**config.mk**
```make
export PLATFORM = sky130hd
export DESIGN_NAME = sm_alu_ctrl
export DESIGN_NICKNAME = d
export VERILOG_FILES = /design/src/rtl/sm_alu_pkg.sv /design/src/rtl/sm_alu_ctrl.sv
export SDC_FILE = /design/constraint.sdc
export NUM_CORES = 1
export LEC_CHECK = 0
export BUFFER_PORTS_ARGS = -buffer_cell sky130_fd_sc_hd__buf_2
export CORE_AREA = 8 8 45 47
export DETAILED_ROUTE_END_ITERATION = 8
export DIE_AREA = 0 0 53 55
export GPL_TIMING_DRIVEN = 0
export PLACE_DENSITY = 0.41
export SYNTH_ARGS = -nofsm -noshare
export SYNTH_HDL_FRONTEND = slang
export SYNTH_SLANG_ARGS = --single-unit
```
**constraint.sdc**
```tcl
create_clock -name clk -period 1.2 [get_ports clk]
set_input_delay 0.12 -clock clk [delete_from_list [all_inputs] [get_ports clk]]
set_output_delay 0.12 -clock clk [all_outputs]
set_load 0.005 [all_outputs]
```
**src/rtl/sm_alu_pkg.sv**
```systemverilog
// Shared types and constants for the stack machine integer ALU core.
`timescale 1ns / 1ps
package sm_alu_pkg;

  localparam int STACK_DEPTH = 256;
  localparam int DATA_W      = 32;
  localparam int ENTRY_W     = DATA_W + 1;
  localparam int SP_W        = $clog2(STACK_DEPTH + 1);
  localparam int AW          = (STACK_DEPTH > 1) ? $clog2(STACK_DEPTH) : 1;
  localparam int DIV_STEPS   = DATA_W;
  localparam int DIV_CNT_W   = $clog2(DIV_STEPS);

  typedef enum logic [2:0] {
    OP_SKIP  = 3'd0,
    OP_ADD   = 3'd1,
    OP_SUB   = 3'd2,
    OP_MUL   = 3'd3,
    OP_DIV   = 3'd4,
    OP_PUSHI = 3'd5,
    OP_PUSHS = 3'd6,
    OP_EXIT  = 3'd7
  } op_t;

  typedef enum logic [1:0] {
    ST_IDLE,
    ST_DECODE,
    ST_READ,
    ST_DIV
  } state_t;

  typedef struct packed {
    logic latch_in;
    logic push;
    logic rd_issue;
    logic commit;
    logic div_start;
    logic out_load;
  } cmd_t;

  typedef struct packed {
    op_t  op;
    logic sp_lt2;
    logic top_is_str;
    logic below_is_str;
    logic top_zero;
    logic div_done;
    logic out_free;
  } status_t;

endpackage

```
**src/rtl/sm_alu_ctrl.sv**
```systemverilog
// Controller state machine: sequences fetch, decode, operand read and divide.
`timescale 1ns / 1ps
module sm_alu_ctrl (
  input  logic                clk,
  input  logic                rst_n,
  input  logic                in_valid,
  output logic                in_stall,
  input  sm_alu_pkg::status_t status,
  output sm_alu_pkg::cmd_t    cmd
);

  sm_alu_pkg::state_t state_r, state_nxt;

  always_ff @(posedge clk) begin
    if (!rst_n) begin
      state_r <= sm_alu_pkg::ST_IDLE;
    end else begin
      state_r <= state_nxt;
    end
  end

  always_comb begin
    state_nxt = state_r;
    cmd       = '0;
    in_stall  = 1'b1;
    unique case (state_r)
      sm_alu_pkg::ST_IDLE: begin
        in_stall = 1'b0;
        if (in_valid) begin
          cmd.latch_in = 1'b1;
          state_nxt    = sm_alu_pkg::ST_DECODE;
        end
      end
      sm_alu_pkg::ST_DECODE: begin
        unique case (status.op) inside
          sm_alu_pkg::OP_SKIP: begin
            state_nxt = sm_alu_pkg::ST_IDLE;
          end
          sm_alu_pkg::OP_PUSHI, sm_alu_pkg::OP_PUSHS: begin
            cmd.push  = 1'b1;
            state_nxt = sm_alu_pkg::ST_IDLE;
          end
          sm_alu_pkg::OP_EXIT: begin
            if (status.out_free) begin
              cmd.out_load = 1'b1;
              state_nxt    = sm_alu_pkg::ST_IDLE;
            end
          end
          default: begin
            if (status.sp_lt2 || status.top_is_str) begin
              state_nxt = sm_alu_pkg::ST_IDLE;
            end else begin
              cmd.rd_issue = 1'b1;
              state_nxt    = sm_alu_pkg::ST_READ;
            end
          end
        endcase
      end
      sm_alu_pkg::ST_READ: begin
        if (status.below_is_str) begin
          state_nxt = sm_alu_pkg::ST_IDLE;
        end else if (status.op == sm_alu_pkg::OP_DIV && !status.top_zero) begin
          cmd.div_start = 1'b1;
          state_nxt     = sm_alu_pkg::ST_DIV;
        end else begin
          cmd.commit = 1'b1;
          state_nxt  = sm_alu_pkg::ST_IDLE;
        end
      end
      sm_alu_pkg::ST_DIV: begin
        if (status.div_done) begin
          cmd.commit = 1'b1;
          state_nxt  = sm_alu_pkg::ST_IDLE;
        end
      end
      default: begin
        state_nxt = sm_alu_pkg::ST_IDLE;
      end
    endcase
  end

endmodule

```
==> reports/summary.md, run 1 <==
For the total number of H-tree levels, the log shows 1. The number of flops mapped to enable cells by yosys is 0, and the per-cell via count in the routed design is 4.24. Routability-driven placement finished with a final weighted congestion of 0.694. The netlist uses 20 different library cells. The biggest area contributor in the post-synthesis netlist is dfxtp_1. The number of nets in the synthesized netlist is 40, and the total CTS buffers is 3. The final setup violation count is 1, and the final global-route overflow total is 0.

The tools report the final max-slew violation count as 0. Summed over its instances, the top area cell type makes up 19.9% of the synthesized netlist area. The register with the most flip-flops in the layout has 2 of them. The die covers 2920 um^2. By count the netlist is led by nor2_1, dfxtp_1, nand2_1, nor4b_1, or3_1.

For this run, the register share of the synthesized area comes to 19.9%. The signal on the critical path passes through nor4b_4 -> and3_4 -> buf_6. The areal power density over the cells was 764 nW/um^2. The largest single stage delay on the critical path is 0.35 ns. Fraction of registers with async set/reset: 0%. The cell type group with the largest total delay on the critical path was simple AND/OR/NAND/NOR gates. The clock drives 2 sinks.

The clock passes through at most 2 buffers. By area, the combinational part of the netlist is dominated by simple AND/OR/NAND/NOR gates. The setup slack after layout is -0.0500 ns, and the net switching power figure is 0.0805 mW. The HPWL after detailed placement is 588 um. The most instantiated flip-flop cell in the synthesis netlist is dfxtp_1. A synthesized cell averages 7.19 um^2. The slew of the pin with the lowest slew margin is 0.257 ns, and the share of the synthesized netlist area taken by xor and xnor gates is 4.35%.

The cell sitting at the root of the clock tree is a clkbuf_4. Category of the worst setup path capture point: an output pin. The arithmetic-cell share of the synthesized area counting full adders, half adders and majority gates came out at 0%. The clock arrives with 0.00190 ns of skew.

For this configuration, the core starts out at a cell density of 14.6%. The first detailed-routing pass took 4 iterations. The worst setup path is launched from a register.

The number of filler cells placed in the layout was 172. The finished cells cover 403 um^2. Including well taps, the total number of placed cells is 62. The combinational share of power was 27.5%.

Summing the areas of all compound-gate instances in the mapped netlist gives 18.0% of the synthesized area. Total global routing track utilization: 5.90%. During synthesis, Yosys emitted a total of 0 warnings. The shortest clock period the worst path allows after layout was 1.25 ns; the count of placed standard cells in the final layout, fillers left out was 68. Of the post-synthesis cell area, the part taken by muxes is 0%. The number of global-route vias before repair was 308. Max-cap violations in this run came to 0. The pin count of the biggest net entering global routing was 8; the upper clock frequency limit was 800 MHz. For the worst-skew pair, the clock arrives at the later sink with an insertion delay of 0.22 ns. The average routed wire per standard cell came out at 12.3 um.

The instance count of the mapped netlist came out at 28. The post-layout total power is 0.308 mW. Setup repair after global routing could not meet its margin everywhere.

The sum of negative setup slack is -0.0500 ns, and the part of the cycle the worst path needs is 104%. The critical path is of the reg -> out type. The switching share of total power was 26.2%; the placed standard-cell area was 312 um^2. The floorplan step set the die width to 53 um. The number of hold violations in the final report is 0, and the count of nets left with antenna violations after detail routing is 0. The largest registers in the layout are state_r (2). The run gives 834 um as the detailed-route wire length. The fraction of final layout cells with drive strength greater than 1 was 61.5%. TritonCTS built the clock tree. Before CTS, the worst setup slack after placement is 0.0103 ns.

The total area inside the core boundary comes to 1380 um^2. The initial antenna violation count is 0. The critical path data required time is 1.08 ns.

The reported leakage power was 0.194 nW; the largest fanout on the critical path was 5. After synthesis, the cell types taking the most area are dfxtp_1, nor2_1, nor4b_1. The count of vias placed by the detailed router was 288; the number of port buffers was 18. The mapped cell area came out at 201 um^2. The register containing the most flip-flops in the final layout is state_r. The clock power share is 48.1%. Clock-pin slew was measured on the worst setup and hold paths at 0.03 ns.

The count of buffer and inverter cells on the critical path works out to 1. The tools report the number of top-level design ports as 19. After detailed routing, the number of remaining DRC violations is 0.

The sequential group share of total power is 24.4%, and the simple logic cell fraction of the synthesized area is 53.4%. The run finished, with violations left. The max-slew headroom at the worst pin is 82.8%, and the chip height is 55 um. For flop-to-flop paths, the worst setup slack is 0.08 ns.

The net count of the finished layout is 66. The area growth from synthesis to layout is 100%. For this design, the slowest cell found on the critical path is dfxtp_4.

The first global-routing pass estimated 1260 um of wire. The checks that failed: negative setup slack. Across the VDD grid, the largest voltage drop is 0.000435 V.

The floorplan has 14 rows. The repair_antennas step left the layout with diodes totalling 0. The internal portion of the total power is 0.227 mW. The most frequently used cell type in the post-synthesis netlist was nor2_1. The path class of the lowest-slack min-delay path was in -> reg.

After the first detailed-routing iteration, the DRC count stood at 6. Counting flops and latches in the post-synthesis netlist gives 2. The data arrival time at the worst-slack endpoint was 1.13 ns; the total of hold buffers inserted after clock tree synthesis was 0.
## worst register-to-register path, delay by kind of cell, from the launching register on
family | cells | cell delay (ns)
DFF | 1 | 0.35
buffers and inverters | 1 | 0.12
and+or+nand+nor | 2 | 0.28
AOI/OAI and AO/OA | 1 | 0.25
## power groups by stage
| stage | Combinational (mW) | Sequential (mW) | Clock (mW) |
|---|---|---|---|
| 5_1_grt | 0.0930 | 0.0762 | 0.162 |
| 6_report | 0.0847 | 0.0752 | 0.148 |
| 3_5_place_dp | 0.0760 | 0.0729 | 0 |
| 2_1_floorplan | 0.0368 | 0.0725 | 0 |
| 4_1_cts | 0.0937 | 0.0716 | 0.160 |
| 3_3_place_gp | 0.0757 | 0.0728 | 0 |
## cells by family (layout without fill, tap and decap cells)
family,after synthesis,in the layout
XOR/XNOR,1,1
AO/OA/AOI/OAI,5,5
AND/OR/NAND/NOR,18,18
buffers and inverters,2,26
flip-flops,2,2
## cell type report
cell class                      count  area [um^2]  share of cell area (%)
Timing Repair Buffer               22          130                    32.3
Inverter                            1         3.75                   0.932
Clock buffer                        3         22.5                    5.59
Sequential cell                     2         47.5                    11.8
Tap cell                           16         20.0                    4.97
Multi-Input combinational cell     24          179                    44.4
## cells in the final DEF, fill, tap and decap left out
cell type  count
o21ai_0        1
dfxtp_4        2
and2_1         1
o31a_1         1
o31ai_1        1
nand4b_1       1
or2_2          1
inv_1          1
nand3_1        1
buf_4          3
a21oi_1        1
nand3b_1       1
nand2_1        2
nor4b_2        1
o311a_1        1
nor2_1         5
and3_4         2
buf_2         17
clkbuf_4       3
or3_1          2
nor4b_4        1
xnor2_1        1
buf_6          2
## worst paths after layout
kind,startpoint,end,cells past startpoint
worst max-delay path,state_r[1],cmd[3],3
worst min-delay path,rst_n,state_r[1],2
worst max register to register,state_r[0],state_r[1],4
worst min register to register,state_r[1],state_r[0],2
## stage by stage
stage                     hold WS [ns]  util (%)
final                            0.133      29.1
after global placement           0.360      22.5
after CTS                        0.118      29.3
after detailed placement         0.357      22.5
after global routing             0.142      29.1
after floorplan                  0.248         -
## layer usage
layer	GRT usage, %	vias up	wire length [um]
met2	10.4	9	447
met5	0	-	0
met3	3.21	0	60
li1	-	153	-
met1	5.61	126	327
met4	2.59	0	0
## what timing repair did
| item | in CTS | in global routing |
|---|---|---|
| buffers inserted | 4 | 0 |
| gates resized for setup | 10 | 2 |
| pin swaps | 5 | 1 |
| setup endpoints to repair | 5 | 9 |
Power figures use the tool's default switching activity.
==> inputs of run 2 (changes only) <==
- ABC_AREA: not set -> 1
- PLACE_DENSITY: 0.41 -> 0.44
==> reports/summary.md, run 2 <==
The tools report the die area as 2920 um^2 (unchanged). Final global-route overflow total: 0 (unchanged). The number of flops mapped to enable cells by yosys is 0 (unchanged). The max-cap violation count came out at 0 (unchanged).

The count of nets left with antenna violations after detail routing is 0 (unchanged). Mean instance size in the synthesized netlist: 4.80 um^2 (-33%). Clock tree synthesis selected as its root buffer the cell clkbuf_4. Commonest non-fill, non-tap cell in the layout: buf_2.

The mapped cell area is 240 um^2 (+19%), and the average routed wire per standard cell is 8.45 um (-31%). The worst setup path is captured at an output pin. The width of the chip is 53 um (unchanged), and the instance count of the mapped netlist is 50 (+79%).

In the synthesized netlist the dominant register cell turns out to be dfxtp_1. The run gives 644 um (+9.5%) as the HPWL after detailed placement. Path class of the lowest-slack min-delay path: in -> reg.

The tools report the total number of H-tree levels as 1 (unchanged). The number of cells on the worst reg-to-reg path was 7 (+3); the initial core utilization was 17.4% (+2.8 points). The areal power density over the cells is 777 nW/um^2 (+1.8%), and the number of hold violations in the final report is 0 (unchanged).

The run gives 0.000454 V (+4.5%) as the maximum VDD drop. The number of global-route vias before repair came out at 317 (+2.9%). Sequential fraction of the synthesis area: 16.7% (-3.2 points). The logs give 3 (-1) for the first-pass iteration count of the detailed router and 10 (-50%) for the distinct cell type count after synthesis. For the number of nets in the synthesized netlist, the log shows 62 (+55%). The tools report the total CTS buffers as 3 (unchanged).

The fraction of final layout cells with drive strength greater than 1 came out at 38.0% (-24 points). TritonCTS built the clock tree. The share of the synthesized area in the top cell type was 23.4% (+3.6 points); the pre-CTS setup slack was 0.179 ns (+0.169 ns).

The upper clock frequency limit is 838 MHz (+4.8%), and the final setup violation count is 0 (-1). Clock-pin slew reported for the worst setup and hold paths after clock tree synthesis: 0.03 ns (about the same). The count of synthesis-stage warnings from yosys is 0 (unchanged), and the final antenna diode count is 0 (unchanged). The total DRC errors in the routed layout came out at 0 (unchanged). Clock skew: 0.00171 ns (-0.000183 ns). The capture point of the worst reg-to-reg path is state_r[1]. For the clock insertion delay at the later pin of the skew report, the log shows 0.22 ns (about the same). The top cell types in the final layout, fill and taps aside, are buf_2, inv_1, nand2_1. The post-layout total power came out at 0.299 mW (-3.0%). The CTS sink count is 2 (unchanged), and the part of the cycle the worst path needs is 99.4% (-4.8 points). The largest registers in the layout are state_r (2). The register-to-register setup slack was 0.26 ns (+0.18 ns).

Critical path data required time: 1.08 ns (about the same). Setup repair after global routing could not meet its margin everywhere. STA classifies the critical path startpoint as a register. The slew of the pin with the lowest slew margin was 0.189 ns (-0.0681 ns); the initial antenna violation count was 0 (unchanged). The number of register bits inferred by synthesis was 2 (unchanged); the total of hold buffers inserted after clock tree synthesis was 0 (unchanged).

The run gives 0 (unchanged) as the final max-slew violation count. The largest fanout on the critical path came out at 4 (-1). The setup slack after layout was 0.00727 ns (+0.0572 ns). Wire length of the first global-routing pass: 1080 um (-14%). In this run the worst setup path terminates at cmd[3]. The chip height was 55 um (unchanged); the total global routing track utilization was 4.69% (-1.2 points). The most frequently used cell type in the post-synthesis netlist is inv_1. The tools report the detailed-route wire length as 735 um (-12%). By count the netlist is led by inv_1, nand2_1, nor2_1. The register containing the most flip-flops in the final layout was state_r.

Of all cell types, the one taking the most synthesized area is inv_1. Sorting the synthesized cells by area gives the leading types as inv_1, nand2_1, dfxtp_1. The number of port buffers is 18 (unchanged), and the number of top-level design ports is 19 (unchanged). The shortest clock period the worst path allows after layout is 1.19 ns (-0.0572 ns), and the buffer levels on the longest clock path is 2 (unchanged). For the pin count of the biggest net entering global routing, the log shows 6 (-2). The tools report the first element of the critical path as state_r[1]. The area growth from synthesis to layout was 59.9%; the area of the core was 1380 um^2 (unchanged).

The worst setup path is of the reg -> out kind. The logs give 87.3% (+4.5 points) for the max-slew headroom at the worst pin and 0.272 nW (+40%) for the reported leakage power. The per-cell via count in the routed design came out at 3.84 (-9.4%).

The number of flip-flops under the largest register name came out at 2 (unchanged). The number of nets in the layout came out at 85 (+29%). The logs give 1.07 ns (-0.06 ns) for the data arrival time at the worst-slack endpoint and 172 (unchanged) for the number of filler cells placed in the layout. The fraction of registers with async set/reset works out to 0% (unchanged). The run gives 14 (unchanged) as the cell row count.

In this run the critical register-to-register path is launched from state_r[1]. Iteration-0 DRC count of the detailed router: 1 (-5). The run finished with clean final reports.

The count of vias placed by the detailed router came out at 334 (+16%). Final weighted congestion in routability-driven placement: 0.681 (-1.9%).
run 2: cell count changes in the layout (fill, tap and decap cells not counted), moves of 3 or more:
cell	before	now
nor2_1	5	9
nand3_1	1	5
inv_1	1	14
nand2_1	2	14
buf_4	3	0
run 2: power breakdown:
group | internal [mW] | switching, mW
sequential | 0.0698 | 0.00533
clock | 0.110 | 0.0341
combinational | 0.0347 | 0.0447
run 2: area by class of cell:
type / count / area [um^2] / area share [%]
sequential: 2 / 45.0 / 11.7
tap: 16 / 20.0 / 5.21
inverter: 16 / 60.1 / 15.6
clock buffer: 3 / 22.5 / 5.86
timing repair buffer: 18 / 90.1 / 23.5
multi-input combinational: 32 / 146 / 38.1
run 2: layer usage:
| metal | share of wire, % | routed length, um | GRT usage, % |
|---|---|---|---|
| met5 | 0 | 0 | 0 |
| met4 | 0 | 0 | 1.29 |
| met3 | 12 | 86 | 3.21 |
| met2 | 47 | 347 | 8.20 |
| met1 | 41 | 301 | 4.39 |
run 2: worst min-delay path by stage:
| stage | start | end | cells after the start |
|---|---|---|---|
| 2_1_floorplan | rst_n | state_r[1] | 2 |
| 3_3_place_gp | rst_n | state_r[1] | 3 |
| 3_5_place_dp | rst_n | state_r[1] | 3 |
| 4_1_cts | rst_n | state_r[1] | 3 |
| 5_1_grt | rst_n | state_r[1] | 3 |
| 6_report | rst_n | state_r[1] | 3 |
run 2: worst max-delay path, stage by stage (launching register included):
cell and delay, ns:
dfxtp_4 0.34, inv_2 0.07, nand2_1 0.08, nor2_1 0.11, nand3_1 0.10, inv_1 0.06, buf_2 0.10
run 2: cell families after synthesis:
kind of cell | share of synthesized area, %
flip-flops | 16.7
buffers and inverters | 25.0
AO/OA/AOI/OAI | 5.21
AND/OR/NAND/NOR | 53.1
run 2: repair_timing:
action,CTS,global route
buffers inserted,0,0
resized for setup,4,2
endpoints found under the setup margin,5,5
run 2: through the flow:
step / area (um^2) / hold WS (ns) / instances / utilization (%) / TNS, ns
CTS: 375 / 0.0995 / 87 / 27.1 / 0
floorplan: 240 / 0.218 / 50 / - / 0
finish: 384 / 0.101 / 87 / 27.8 / 0
global route: 384 / 0.129 / 87 / 27.8 / -0.196
detailed placement: 350 / 0.329 / 84 / 25.3 / 0
global placement: 350 / 0.327 / 84 / 25.3 / 0
==> inputs of run 3 (changes only) <==
- SETUP_SLACK_MARGIN: not set -> 0.02
==> reports/summary.md, run 3 (synthesis gave the netlist of run 2 again) <==
The logs give 14 (unchanged) for the cell row count and 1380 um^2 (unchanged) for the area of the core. The iteration-0 DRC count of the detailed router is 1 (unchanged). The slew of the pin with the lowest slew margin is 0.189 ns (-0.0000693 ns), and the final max-slew violation count is 0 (unchanged). The final antenna diode count is 0 (unchanged). The per-cell via count in the routed design works out to 3.81 (-0.84%). Maximum VDD drop: 0.000456 V (+0.35%). For the register-to-register setup slack, the log shows 0.16 ns (-0.10 ns).

The net switching power figure is 0.0848 mW (+0.77%), and the chip height is 55 um (unchanged). Max-cap violation count: 0 (unchanged). The launching element type of the critical path is a register.

Area growth from synthesis to layout: 64.1%. Count of vias placed by the detailed router: 335 (+0.30%). The count of placed standard cells in the final layout, fillers left out was 88 (+1.1%); the number of cells on the critical path was 6 (unchanged). Wire length of the first global-routing pass: 1080 um (unchanged). The critical path data required time is 1.08 ns (about the same). The sum of negative setup slack is 0 ns (unchanged). Total CTS buffers: 3 (unchanged). The HPWL after detailed placement was 644 um (unchanged); the part of the cycle the worst path needs was 98.5% (-0.88 points). For the combinational share of power, the log shows 27.0% (+0.4 points). The clock insertion delay at the later pin of the skew report was 0.22 ns (about the same). The register containing the most flip-flops in the final layout was state_r. The post-layout total power was 0.301 mW (+0.68%).

The tools report the first-pass iteration count of the detailed router as 4 (+1). The run gives 0 (unchanged) as the total DRC errors in the routed layout. The largest registers in the layout are state_r (2). The critical path in this run is classified as reg -> out.

The detailed-route wire length was 736 um (+0.14%). CTS sink count: 2 (unchanged). The number of cells on the worst reg-to-reg path was 8 (+1). The areal power density over the cells is 763 nW/um^2 (-1.9%), and the die area is 2920 um^2 (unchanged). The tools report the number of cells in the design after placement as 84 (unchanged). Among cell families on the critical path, the largest total delay comes from flip-flops. Count of buffer and inverter cells on the critical path: 3 (unchanged). Clock power share: 47.9% (-0.4 points). The tree is rooted in a clkbuf_4.

The fraction of final layout cells with drive strength greater than 1 is 40.3% (+2.2 points). The buffer levels on the longest clock path was 2 (unchanged). The tools report the final weighted congestion in routability-driven placement as 0.681 (unchanged). The initial antenna violation count is 0 (unchanged). For the pin count of the biggest net entering global routing, the log shows 6 (unchanged). The total number of H-tree levels was 1 (unchanged); the number of nets in the layout was 86 (+1.2%). The number of hold violations in the final report came out at 0 (unchanged). The worst hold path stage count came out at 3 (unchanged).

For the count of nets left with antenna violations after detail routing, the log shows 0 (unchanged). The signal on the critical path passes through inv_2 -> nand2_1 -> nor2_1 -> nand3_1 -> inv_1 -> buf_2. The number of port buffers works out to 18 (unchanged). The fraction of met2 tracks used by global routing was 8.20% (unchanged). The library cell used most frequently in the layout, excluding fill and tap cells, is buf_2. The sequential group share of total power was 25.0% (-0.2 points); the internal power was 0.216 mW (+0.65%).

The pre-CTS setup slack was 0.179 ns (unchanged). The number of global-route vias before repair was 317 (unchanged); the number of flip-flops under the largest register name was 2 (unchanged). The data arrival time at the worst-slack endpoint is 1.06 ns (about the same). The clock-pin slew reported for the worst setup and hold paths after clock tree synthesis is 0.03 ns (about the same). The number of top-level design ports came out at 19 (unchanged).

The run finished with clean final reports. The critical path's slowest cell was dfxtp_4. For the routing usage on met1, the log shows 4.39% (unchanged).

The worst setup path is captured at an output pin. The width of the chip came out at 53 um (unchanged). The total global routing track utilization was 4.69% (unchanged); the highest cell delay on the worst timing path was 0.34 ns (about the same). The initial core utilization came out at 17.4% (unchanged). met2 is the most crowded layer. The switching share of total power was 28.2% (about the same); the final standard cell utilization of the core was 28.5% (+0.72 points). The clock skew came out at 0.00171 ns (unchanged). Setup repair after global routing could not meet its margin everywhere. The run gives 0 (unchanged) as the final global-route overflow total.

The setup slack after layout is 0.0178 ns (+0.0105 ns). For the reported leakage power, the log shows 0.276 nW (+1.5%). In the layout the commonest cells are buf_2, inv_1, nand2_1.

The shortest clock period the worst path allows after layout is 1.18 ns (-0.0105 ns), and the upper clock frequency limit is 846 MHz (+0.89%). The tools report the max-slew headroom at the worst pin as 87.3% (about the same). The largest fanout on the critical path was 4 (unchanged). The path class of the lowest-slack min-delay path is in -> reg.

TritonCTS built the clock tree. The average routed wire per standard cell was 8.36 um (-1.0%). The global-route met3 utilization came out at 3.21% (unchanged). For the final setup violation count, the log shows 0 (unchanged).
run 3: changes by cell type in the layout (fill, tap and decap cells not counted), sizes merged:
cell	previous run	this run
buf	18	19
run 3: what timing repair did:
action / CTS / global route
hold endpoints to repair: 0 / 0
resized for setup: 4 / 3
pin swaps: 1 / 0
hold buffers: 0 / 0
buffers inserted: 1 / 0
setup endpoints to repair: 5 / 5
run 3: worst min-delay path, stage by stage:
cell and delay [ns]:
buf_2 0.08, nand2_1 0.04, inv_1 0.04
run 3: path summary, 6_finish.rpt:
path / from / end
worst max-delay path: state_r[1] / cmd[3]
worst min-delay path: rst_n / state_r[1]
worst max register to register: state_r[1] / state_r[1]
worst min register to register: state_r[0] / state_r[1]
run 3: power groups by stage:
stage / clock, mW / sequential (mW) / combinational, mW
final: 0.144 / 0.0753 / 0.0812
after global routing: 0.155 / 0.0763 / 0.0917
after CTS: 0.152 / 0.0771 / 0.0801
after detailed placement: 0 / 0.0769 / 0.0782
after global placement: 0 / 0.0768 / 0.0778
after floorplan: 0 / 0.0761 / 0.0428
run 3: through the flow:
| stage | hold slack (ns) | instance area [um^2] |
|---|---|---|
| after floorplan | 0.218 | 240 |
| after global placement | 0.327 | 350 |
| after detailed placement | 0.329 | 350 |
| after CTS | 0.0995 | 383 |
| after global routing | 0.129 | 394 |
| final | 0.101 | 394 |
run 3: layout make-up:
class                      instances  area (um^2)
fill                             170          990
multi-input combinational         32          149
timing repair buffer              19         97.6
inverter                          16         60.1
sequential                         2         45.0
clock buffer                       3         22.5
tap                               16         20.0
run 3: per-layer routing:
layer | part of all wire (%) | vias to the layer above
li1 | - | 189
met1 | 41 | 136
met2 | 47 | 10
met3 | 12 | 0
met4 | 0 | 0
met5 | 0 | -
